`src/hw/rtl/i2cms_pkg.sv`:
```
// Shared types and constants for the I2C master transfer sequencer.
// Used by every module of the block; depends on nothing else.

package i2cms_pkg;

  localparam int unsigned MAX_TRANSFER_DEF = 4096;

  localparam int unsigned CFG_IDX_W  = 3;
  localparam int unsigned CFG_DATA_W = 16;
  localparam int unsigned COUNT_W    = 13;

  // Configuration register indexes.
  localparam logic [CFG_IDX_W-1:0] REG_DEVICE_ADDRESS = 3'd0;
  localparam logic [CFG_IDX_W-1:0] REG_SUB_ADDRESS    = 3'd1;
  localparam logic [CFG_IDX_W-1:0] REG_ADDRESS_FORMAT = 3'd2;
  localparam logic [CFG_IDX_W-1:0] REG_READ_NOT_WRITE = 3'd3;
  localparam logic [CFG_IDX_W-1:0] REG_BYTE_COUNT     = 3'd4;

  // Input opcodes.
  localparam logic OP_START  = 1'b0;
  localparam logic OP_STATUS = 1'b1;

  // Master status codes with the low three bits masked off.
  localparam logic [7:0] ST_MASK        = 8'hF8;
  localparam logic [7:0] ST_START       = 8'h08;
  localparam logic [7:0] ST_RESTART     = 8'h10;
  localparam logic [7:0] ST_SLA_W_ACK   = 8'h18;
  localparam logic [7:0] ST_SLA_W_NACK  = 8'h20;
  localparam logic [7:0] ST_DATA_W_ACK  = 8'h28;
  localparam logic [7:0] ST_DATA_W_NACK = 8'h30;
  localparam logic [7:0] ST_ARB_LOST    = 8'h38;
  localparam logic [7:0] ST_SLA_R_ACK   = 8'h40;
  localparam logic [7:0] ST_SLA_R_NACK  = 8'h48;
  localparam logic [7:0] ST_DATA_R_ACK  = 8'h50;
  localparam logic [7:0] ST_DATA_R_NACK = 8'h58;

  // Control register bits.
  localparam logic [6:0] CTL_ACK   = 7'h04;
  localparam logic [6:0] CTL_SI    = 7'h08;
  localparam logic [6:0] CTL_STOP  = 7'h10;
  localparam logic [6:0] CTL_START = 7'h20;
  localparam logic [6:0] CTL_EN    = 7'h40;

  // Address formats.
  localparam logic [1:0] FMT_NONE   = 2'd0;
  localparam logic [1:0] FMT_ONE    = 2'd1;
  localparam logic [1:0] FMT_TWO    = 2'd2;
  localparam logic [1:0] FMT_EIGHTX = 2'd3;

  // Sub-address phase.
  localparam logic [1:0] PH_NONE  = 2'd0;
  localparam logic [1:0] PH_READ  = 2'd1;
  localparam logic [1:0] PH_WRITE = 2'd2;

  // Finish codes.
  localparam logic [1:0] FIN_BUSY = 2'd0;
  localparam logic [1:0] FIN_OK   = 2'd1;
  localparam logic [1:0] FIN_FAIL = 2'd2;

  typedef struct packed {
    logic [7:0]         device_address;
    logic [15:0]        sub_address;
    logic [1:0]         address_format;
    logic               read_not_write;
    logic [COUNT_W-1:0] byte_count;
  } cfg_t;

  typedef struct packed {
    logic       opcode;
    logic [7:0] bus_status;
    logic [7:0] rx_data;
    logic [7:0] tx_data;
  } item_t;

  typedef struct packed {
    logic       load_data;
    logic [7:0] data_to_send;
    logic       took_tx_byte;
    logic [6:0] control_set;
    logic [6:0] control_clear;
    logic       read_valid;
    logic [7:0] read_byte;
    logic [1:0] done_status;
  } result_t;

endpackage

```
`src/hw/rtl/i2cms_cfg.sv`:
```
// Configuration register file of the I2C master transfer sequencer.
// Depends on i2cms_pkg for the register indexes and the cfg_t type.

module i2cms_cfg import i2cms_pkg::*; (
  input  logic                  clk,
  input  logic                  rst_n,
  input  logic                  wr_en,
  input  logic [CFG_IDX_W-1:0]  wr_index,
  input  logic [CFG_DATA_W-1:0] wr_data,
  output cfg_t                  cfg
);

  cfg_t cfg_r;

  always_ff @(posedge clk) begin
    if (!rst_n) begin
      cfg_r.device_address <= '0;
      cfg_r.sub_address    <= '0;
      cfg_r.address_format <= '0;
      cfg_r.read_not_write <= 1'b0;
      cfg_r.byte_count     <= COUNT_W'(1);
    end else if (wr_en) begin
      unique case (wr_index)
        REG_DEVICE_ADDRESS: cfg_r.device_address <= wr_data[7:0];
        REG_SUB_ADDRESS:    cfg_r.sub_address    <= wr_data[15:0];
        REG_ADDRESS_FORMAT: cfg_r.address_format <= wr_data[1:0];
        REG_READ_NOT_WRITE: cfg_r.read_not_write <= wr_data[0];
        REG_BYTE_COUNT:     cfg_r.byte_count     <= wr_data[COUNT_W-1:0];
        default: ;
      endcase
    end
  end

  assign cfg = cfg_r;

endmodule

```
`src/hw/rtl/i2cms_seq.sv`:
```
// Transfer state and status decode of the I2C master transfer sequencer.
// Depends on i2cms_pkg; the state advances on each word that fire marks.

module i2cms_seq import i2cms_pkg::*; #(
  parameter int unsigned MAX_TRANSFER = MAX_TRANSFER_DEF
) (
  input  logic    clk,
  input  logic    rst_n,
  input  cfg_t    cfg,
  input  logic    fire,
  input  item_t   item,
  output result_t res
);

  logic [7:0]         address_byte_r, address_byte_nxt;
  logic [15:0]        sub_value_r, sub_value_nxt;
  logic [1:0]         sub_left_r, sub_left_nxt;
  logic [1:0]         phase_r, phase_nxt;
  logic [COUNT_W-1:0] bytes_left_r, bytes_left_nxt;
  logic [1:0]         finish_r, finish_nxt;

  logic [7:0]         st;
  logic [7:0]         addr_sum;
  logic [COUNT_W-1:0] start_cnt;
  logic [COUNT_W-1:0] rx_left;
  logic [6:0]         ack_set, ack_clr;

  assign st = item.bus_status & ST_MASK;

  assign addr_sum = cfg.device_address
                  + ((cfg.address_format == FMT_EIGHTX) ?
                     {4'b0, cfg.sub_address[10:8], 1'b0} : 8'd0)
                  + {7'b0, cfg.read_not_write};

  assign start_cnt = ({{(32-COUNT_W){1'b0}}, cfg.byte_count} > 32'(MAX_TRANSFER)) ?
                     COUNT_W'(MAX_TRANSFER) : cfg.byte_count;

  assign rx_left = (bytes_left_r != '0) ? bytes_left_r - COUNT_W'(1) : bytes_left_r;

  always_comb begin
    address_byte_nxt = address_byte_r;
    sub_value_nxt    = sub_value_r;
    sub_left_nxt     = sub_left_r;
    phase_nxt        = phase_r;
    bytes_left_nxt   = bytes_left_r;
    finish_nxt       = finish_r;
    res              = '0;
    ack_set          = '0;
    ack_clr          = '0;

    if (item.opcode == OP_START) begin
      if (cfg.byte_count == '0) begin
        finish_nxt = FIN_FAIL;
      end else begin
        address_byte_nxt = addr_sum;
        if (cfg.address_format == FMT_EIGHTX) begin
          sub_value_nxt = {8'd0, cfg.sub_address[7:0]};
          sub_left_nxt  = 2'd1;
        end else begin
          sub_value_nxt = cfg.sub_address;
          sub_left_nxt  = cfg.address_format;
        end
        phase_nxt         = (cfg.address_format == FMT_NONE) ? PH_NONE :
                            (cfg.read_not_write ? PH_READ : PH_WRITE);
        bytes_left_nxt    = start_cnt;
        finish_nxt        = FIN_BUSY;
        res.control_clear = CTL_ACK | CTL_SI | CTL_START;
        res.control_set   = CTL_START | CTL_EN;
      end
    end else begin
      unique case (st)
        ST_START: begin
          res.load_data     = 1'b1;
          res.data_to_send  = (phase_r == PH_READ) ? (address_byte_r & 8'hFE)
                                                   : address_byte_r;
          res.control_clear = CTL_SI | CTL_START;
        end
        ST_RESTART: begin
          res.load_data     = 1'b1;
          res.data_to_send  = address_byte_r;
          res.control_clear = CTL_SI | CTL_START;
        end
        ST_SLA_W_ACK, ST_DATA_W_ACK: begin
          if (phase_r == PH_NONE) begin
            res.control_clear = CTL_SI | CTL_START;
            if (bytes_left_r != '0) begin
              res.load_data    = 1'b1;
              res.data_to_send = item.tx_data;
              res.took_tx_byte = 1'b1;
              bytes_left_nxt   = bytes_left_r - COUNT_W'(1);
            end else begin
              res.control_set = CTL_STOP;
              finish_nxt      = FIN_OK;
            end
          end else if (phase_r == PH_READ || phase_r == PH_WRITE) begin
            if (sub_left_r[1]) begin
              res.load_data     = 1'b1;
              res.data_to_send  = sub_value_r[15:8];
              res.control_clear = CTL_SI | CTL_START;
              sub_left_nxt      = 2'd1;
            end else if (sub_left_r[0]) begin
              res.load_data     = 1'b1;
              res.data_to_send  = sub_value_r[7:0];
              res.control_clear = CTL_SI | CTL_START;
              sub_left_nxt      = 2'd0;
              if (phase_r == PH_WRITE) phase_nxt = PH_NONE;
            end else if (phase_r == PH_READ) begin
              res.control_clear = CTL_SI;
              res.control_set   = CTL_START;
              phase_nxt         = PH_NONE;
            end
          end
        end
        ST_SLA_R_ACK: begin
          if (bytes_left_r <= COUNT_W'(1)) begin
            res.control_clear = CTL_ACK | CTL_SI | CTL_START;
          end else begin
            res.control_set   = CTL_ACK;
            res.control_clear = CTL_SI | CTL_START;
          end
        end
        ST_SLA_W_NACK, ST_DATA_W_NACK, ST_ARB_LOST, ST_SLA_R_NACK: begin
          res.control_clear = CTL_SI | CTL_START;
          finish_nxt        = FIN_FAIL;
        end
        ST_DATA_R_ACK: begin
          res.read_valid = 1'b1;
          res.read_byte  = item.rx_data;
          bytes_left_nxt = rx_left;
          if (rx_left <= COUNT_W'(1)) begin
            res.control_clear = CTL_ACK | CTL_SI | CTL_START;
          end else begin
            res.control_set   = CTL_ACK;
            res.control_clear = CTL_SI | CTL_START;
          end
        end
        ST_DATA_R_NACK: begin
          res.read_valid    = 1'b1;
          res.read_byte     = item.rx_data;
          res.control_set   = CTL_STOP;
          res.control_clear = CTL_SI | CTL_START;
          finish_nxt        = FIN_OK;
        end
        default: begin
          ack_set = '0;
          ack_clr = '0;
        end
      endcase
    end
    res.done_status = finish_nxt;
    res.control_set   = res.control_set | ack_set;
    res.control_clear = res.control_clear | ack_clr;
  end

  always_ff @(posedge clk) begin
    if (!rst_n) begin
      address_byte_r <= '0;
      sub_value_r    <= '0;
      sub_left_r     <= '0;
      phase_r        <= PH_NONE;
      bytes_left_r   <= '0;
      finish_r       <= FIN_BUSY;
    end else if (fire) begin
      address_byte_r <= address_byte_nxt;
      sub_value_r    <= sub_value_nxt;
      sub_left_r     <= sub_left_nxt;
      phase_r        <= phase_nxt;
      bytes_left_r   <= bytes_left_nxt;
      finish_r       <= finish_nxt;
    end
  end

endmodule

```
`src/hw/rtl/i2c_master_transfer_sequencer.sv`:
```
// I2C master transfer sequencer: input register, decode, result register.
// An accepted word is decoded from the input register, and its result word is held in the result register on out_*.
// Throughput is one word per cycle while out_stall is low; the status decode is combinational.
// Synchronous active-low reset clears both register stages and all transfer
// state; configuration resets to zero except byte_count, which resets to one.
// Depends on i2cms_pkg, i2cms_cfg and i2cms_seq.

module i2c_master_transfer_sequencer import i2cms_pkg::*; #(
  parameter int unsigned MAX_TRANSFER = MAX_TRANSFER_DEF
) (
  input  logic                  clk,
  input  logic                  rst_n,
  input  logic                  cfg_valid,
  output logic                  cfg_ready,
  input  logic [CFG_IDX_W-1:0]  cfg_index,
  input  logic [CFG_DATA_W-1:0] cfg_data,
  input  logic                  in_valid,
  output logic                  in_stall,
  input  logic                  in_opcode,
  input  logic [7:0]            in_bus_status,
  input  logic [7:0]            in_rx_data,
  input  logic [7:0]            in_tx_data,
  output logic                  out_valid,
  input  logic                  out_stall,
  output logic                  out_load_data,
  output logic [7:0]            out_data_to_send,
  output logic                  out_took_tx_byte,
  output logic [6:0]            out_control_set,
  output logic [6:0]            out_control_clear,
  output logic                  out_read_valid,
  output logic [7:0]            out_read_byte,
  output logic [1:0]            out_done_status
);

  cfg_t    cfg;
  item_t   item_r;
  logic    item_valid_r;
  result_t res;
  result_t res_r;
  logic    res_valid_r;
  logic    advance;
  logic    in_fire;

  assign cfg_ready = 1'b1;

  i2cms_cfg u_cfg (
    .clk      (clk),
    .rst_n    (rst_n),
    .wr_en    (cfg_valid && cfg_ready),
    .wr_index (cfg_index),
    .wr_data  (cfg_data),
    .cfg      (cfg)
  );

  assign advance  = !res_valid_r || !out_stall;
  assign in_stall = item_valid_r && !advance;
  assign in_fire  = in_valid && !in_stall;

  always_ff @(posedge clk) begin
    if (!rst_n) begin
      item_valid_r <= 1'b0;
    end else if (advance || !item_valid_r) begin
      item_valid_r <= in_valid;
    end
  end

  always_ff @(posedge clk) begin
    if (in_fire) begin
      item_r.opcode     <= in_opcode;
      item_r.bus_status <= in_bus_status;
      item_r.rx_data    <= in_rx_data;
      item_r.tx_data    <= in_tx_data;
    end
  end

  i2cms_seq #(
    .MAX_TRANSFER (MAX_TRANSFER)
  ) u_seq (
    .clk   (clk),
    .rst_n (rst_n),
    .cfg   (cfg),
    .fire  (item_valid_r && advance),
    .item  (item_r),
    .res   (res)
  );

  always_ff @(posedge clk) begin
    if (!rst_n) begin
      res_valid_r <= 1'b0;
    end else if (advance) begin
      res_valid_r <= item_valid_r;
    end
  end

  always_ff @(posedge clk) begin
    if (advance && item_valid_r) begin
      res_r <= res;
    end
  end

  assign out_valid         = res_valid_r;
  assign out_load_data     = res_r.load_data;
  assign out_data_to_send  = res_r.data_to_send;
  assign out_took_tx_byte  = res_r.took_tx_byte;
  assign out_control_set   = res_r.control_set;
  assign out_control_clear = res_r.control_clear;
  assign out_read_valid    = res_r.read_valid;
  assign out_read_byte     = res_r.read_byte;
  assign out_done_status   = res_r.done_status;

  a_stall_only_when_full: assert property (@(posedge clk) disable iff (!rst_n)
    in_stall |-> (item_valid_r && res_valid_r && out_stall))
    else $error("input stalled while the pipeline can move");

  a_took_implies_load: assert property (@(posedge clk) disable iff (!rst_n)
    (out_valid && out_took_tx_byte) |-> out_load_data)
    else $error("write byte taken without a data load");

  a_no_load_zero_data: assert property (@(posedge clk) disable iff (!rst_n)
    (out_valid && !out_load_data) |-> (out_data_to_send == 8'd0))
    else $error("data word present without a load");

  a_read_excludes_load: assert property (@(posedge clk) disable iff (!rst_n)
    (out_valid && out_read_valid) |-> (!out_load_data && out_done_status != 2'd3))
    else $error("receive word combined with a load or a bad finish code");

  a_held_result_stable: assert property (@(posedge clk) disable iff (!rst_n)
    ($past(out_valid && out_stall) && $past(rst_n)) |-> (out_valid && $stable(res_r)))
    else $error("stalled result word changed");

endmodule

```
`config.mk`:
```
export PLATFORM = sky130hd
export DESIGN_NAME = i2c_master_transfer_sequencer
export DESIGN_NICKNAME = d
export VERILOG_FILES = /design/src/hw/rtl/i2cms_pkg.sv /design/src/hw/rtl/i2cms_cfg.sv /design/src/hw/rtl/i2cms_seq.sv /design/src/hw/rtl/i2c_master_transfer_sequencer.sv
export SDC_FILE = /design/constraint.sdc
export NUM_CORES = 1
export LEC_CHECK = 0
export BUFFER_PORTS_ARGS = -buffer_cell sky130_fd_sc_hd__buf_2
export CORE_MARGIN = 2
export CORE_UTILIZATION = 55
export DETAILED_ROUTE_END_ITERATION = 8
export GPL_TIMING_DRIVEN = 0
export HOLD_SLACK_MARGIN = 0.06
export PLACE_DENSITY = 0.81
export SYNTH_ARGS = -nofsm -noshare
export SYNTH_HDL_FRONTEND = slang
export SYNTH_SLANG_ARGS = --single-unit
```
`constraint.sdc`:
```
create_clock -name clk -period 6.1 [get_ports clk]
set_input_delay 0 -clock clk [delete_from_list [all_inputs] [get_ports clk]]
set_output_delay 0 -clock clk [all_outputs]
set_load 0.005 [all_outputs]
```
==> flow_summary.yaml <==
drt:
  num_vias: 5929
  finalWirelength_microns: 18000
  ant_nets: 0
  remaining_drc_errors: 0
  wl_per_cell_microns: 18.02
  vias_per_cell: 5.935
  firstDrtPassIters: 5
  drtIter0Drc: 570
hold_path:
  hold_class: "in2reg"
die:
  core_area_sq_mm: 0.01132
  start_util: 0.5594
  rows: 39
  die-area_sq_mm: 0.01239
  die_y_microns: 111.3
  ios: 87
  fp.dieW_microns: 111.3
logic_synthesis:
  synth_area_leaders: "dfxtp_1 27%, edfxtp_1 24%, nand2_1 7.8%"
  synthesis.area_sq_mm: 0.006332
  synth_cells: 696
  synth_top_area_share: 0.2687
  synth_edf_count: 50
  synthArstFlopShare: 0
  synth_top_area_cell: "dfxtp_1"
  avgSynthCellArea_sq_um: 9.098
  ys_seq_area_frac: 0.5058
  synth_cell_types: 69
  synth_ff_type: "dfxtp_1"
  synth_warnings: 0
  synth.most_common_cell: "nand2_1"
  ys_ff_latch: 135
  synth_top_cells_by_count: "132 x nand2_1, 88 x a21oi_1, 85 x dfxtp_1"
timing:
  tightest_slew_ns: 0.8783
  grt_setup_unrepaired: "no"
  setup_tns_ns: 0
  timing.fmax_ghz: 0.3584
  layout_min_cycle_time_ns: 2.790
  timing.final.crit_share: 0.4574
  final-setup-viol-count: 0
  drv_slew: 0
  max-slew-margin-rel: 0.4134
  fin_skew_ns: 0.01186
  final-hold-violation-count: 0
  fin_hold_ws_ns: 0.2767
global_route:
  grt_pass1_wl_microns: 28940
  grt.overflow.total: 0
  antenna_found_initial: 0
  grt_pass1_vias: 5772
  grt_max_degree: 36
  track_usage: 0.2972
clock_tree:
  cts_inserted_buffers: 17
  clock_latency_ns: 0.43
  cts_tree: "done"
  htree_levels: 4
  cts.sinks: 135
  cts_resized: 0
  root_buffer: "clkbuf_16"
  cts_buffer_depth: 2
  cts.reportedPaths.clkPinSlew_ns: 0.06
critical_path:
  critPathCaptureType: "flip-flop"
  cp_max_fo: 9
  cp_data_arrival_time_ns: 2.95
  r2r_setup_slack_ns: 3.31
  critPathRequiredTime_ns: 6.26
  critical_path_class: "reg2reg"
  worstSetupStartpointType: "flip-flop"
power_and_ir_drop:
  vdd_ir_drop_max_v: 0.0003143
  power_density_mw_per_mm2: 278.1
  p_leak_nw: 2.997
cells_and_area:
  antennaDiodeCount: 0
  drive_gt1_frac: 0.1682
  fin_nets: 903
  area.growth.synth_to_final_pct: 25.77
placed_design:
  globalplace.congestion: 0.9323
  hpwl_microns: 12090
  portBuffers: 74
run_status:
  status: "completed"
flow_run:
  cap_viol_max_count: 0
-- report_power, final --
group / internal, mW / leakage [nW] / switching [mW] / total, mW
Clock: 0.600 / 0.285 / 0.375 / 0.975
Sequential: 0.967 / 1.16 / 0.0186 / 0.986
Combinational: 0.104 / 1.55 / 0.149 / 0.254
-- cell usage in the layout (no fill, tap or decap), types with 4 or more instances in the layout --
cell type,synthesis,routed
nor3b_1,4,4
and3_1,7,7
o21a_1,5,5
and2_1,14,14
nor2_1,37,37
nand4_1,6,6
nand2b_1,6,6
dlygate4sd3_1,0,47
ha_1,10,10
nand3_1,24,24
a21oi_1,88,88
or2_2,4,4
or4_1,5,5
inv_1,17,17
o21ai_0,39,39
a31oi_1,4,4
edfxtp_1,50,50
a211oi_1,4,4
buf_4,8,8
clkbuf_1,29,31
conb_1,2,8
nor3_1,9,9
a221oi_1,4,4
buf_6,4,4
clkbuf_16,0,18
nand2_1,132,132
nor4_1,5,5
nor2b_1,8,7
clkbuf_8,0,5
buf_2,7,81
mux2i_1,18,18
dfxtp_1,85,85
xnor2_1,4,4
-- kinds of logic (layout without fill, tap and decap cells) --
group	count (synthesis)	after routing	share of synthesized area
compound gates	180	180	0.1719
xor+xnor	6	6	0.008299
fa+ha+maj	11	11	0.02292
buf+inv	69	223	0.05196
flops	135	135	0.5058
mux	19	19	0.03023
other cells	2	8	0.001186
simple gates	274	274	0.2077
-- state kept, by name (all words and copies together), names as in the netlist --
name	count
item_r	22
item_valid_r	1
out_control_clear	3
out_control_set	4
out_data_to_send	8
out_done_status	2
out_load_data	1
out_read_byte	8
out_read_valid	1
out_took_tx_byte	1
out_valid	1
u_cfg.cfg	40
u_seq.address_byte_r	8
u_seq.bytes_left_r	13
u_seq.finish_r	2
u_seq.phase_r	2
u_seq.sub_left_r	2
u_seq.sub_value_r	16
-- final timing paths --
path,endpoint,cells after the start,start
min,item_r[4],2,in_tx_data[4]
max,out_control_set[2],8,u_seq.bytes_left_r[0]
min reg2reg,u_seq.sub_value_r[6],2,u_cfg.cfg[22]
max reg2reg,out_control_set[2],8,u_seq.bytes_left_r[0]
-- worst max-delay path, stage by stage, from the launching register on --
cell and delay (ns):
dfxtp_1 0.32, buf_6 0.14, inv_1 0.12, ha_1 0.26, nor3b_1 0.69, a41oi_1 0.21, o21ai_0 0.12, nand4_1 0.16
o41a_2 0.51
-- per-layer routing --
layer | GRT usage | wire length (microns)
met2 | 0.4996 | 8811
met4 | 0.1473 | 651
met3 | 0.07217 | 1479
met1 | 0.3582 | 7059
met5 | 0 | 0
-- area by class of cell --
cell class / instances / area [sq um]
fill: 830 / 3357
sequential: 135 / 3203
multi-input combinational: 498 / 2825
timing repair buffer: 122 / 855.8
clock buffer: 26 / 534.3
buffer: 50 / 257.7
tap: 143 / 178.9
inverter: 19 / 71.32
clock inverter: 6 / 37.54
-- per-stage QoR --
| stage | power (mW) | util | setup slack, ns | std cells | cell area, sq um |
|---|---|---|---|---|---|
| finish | 2.214 | 0.7035 | 3.310 | 999 | 7964 |
| CTS | 2.214 | 0.7035 | 3.342 | 999 | 7964 |
| global route | 2.288 | 0.7035 | 3.134 | 999 | 7964 |
| detailed placement | 1.225 | 0.6114 | 3.361 | 920 | 6922 |
| global placement | 1.217 | 0.6099 | 3.437 | 919 | 6904 |
| floorplan | 1.144 | - | 3.741 | 702 | 6355 |
-- repair_timing --
action / CTS / global route
endpoints found under the setup margin: 0 / 0
buffers inserted: 0 / 0
endpoints found under the hold margin: 69 / 0
hold buffers: 47 / 0
Power figures use the tool's default switching activity.
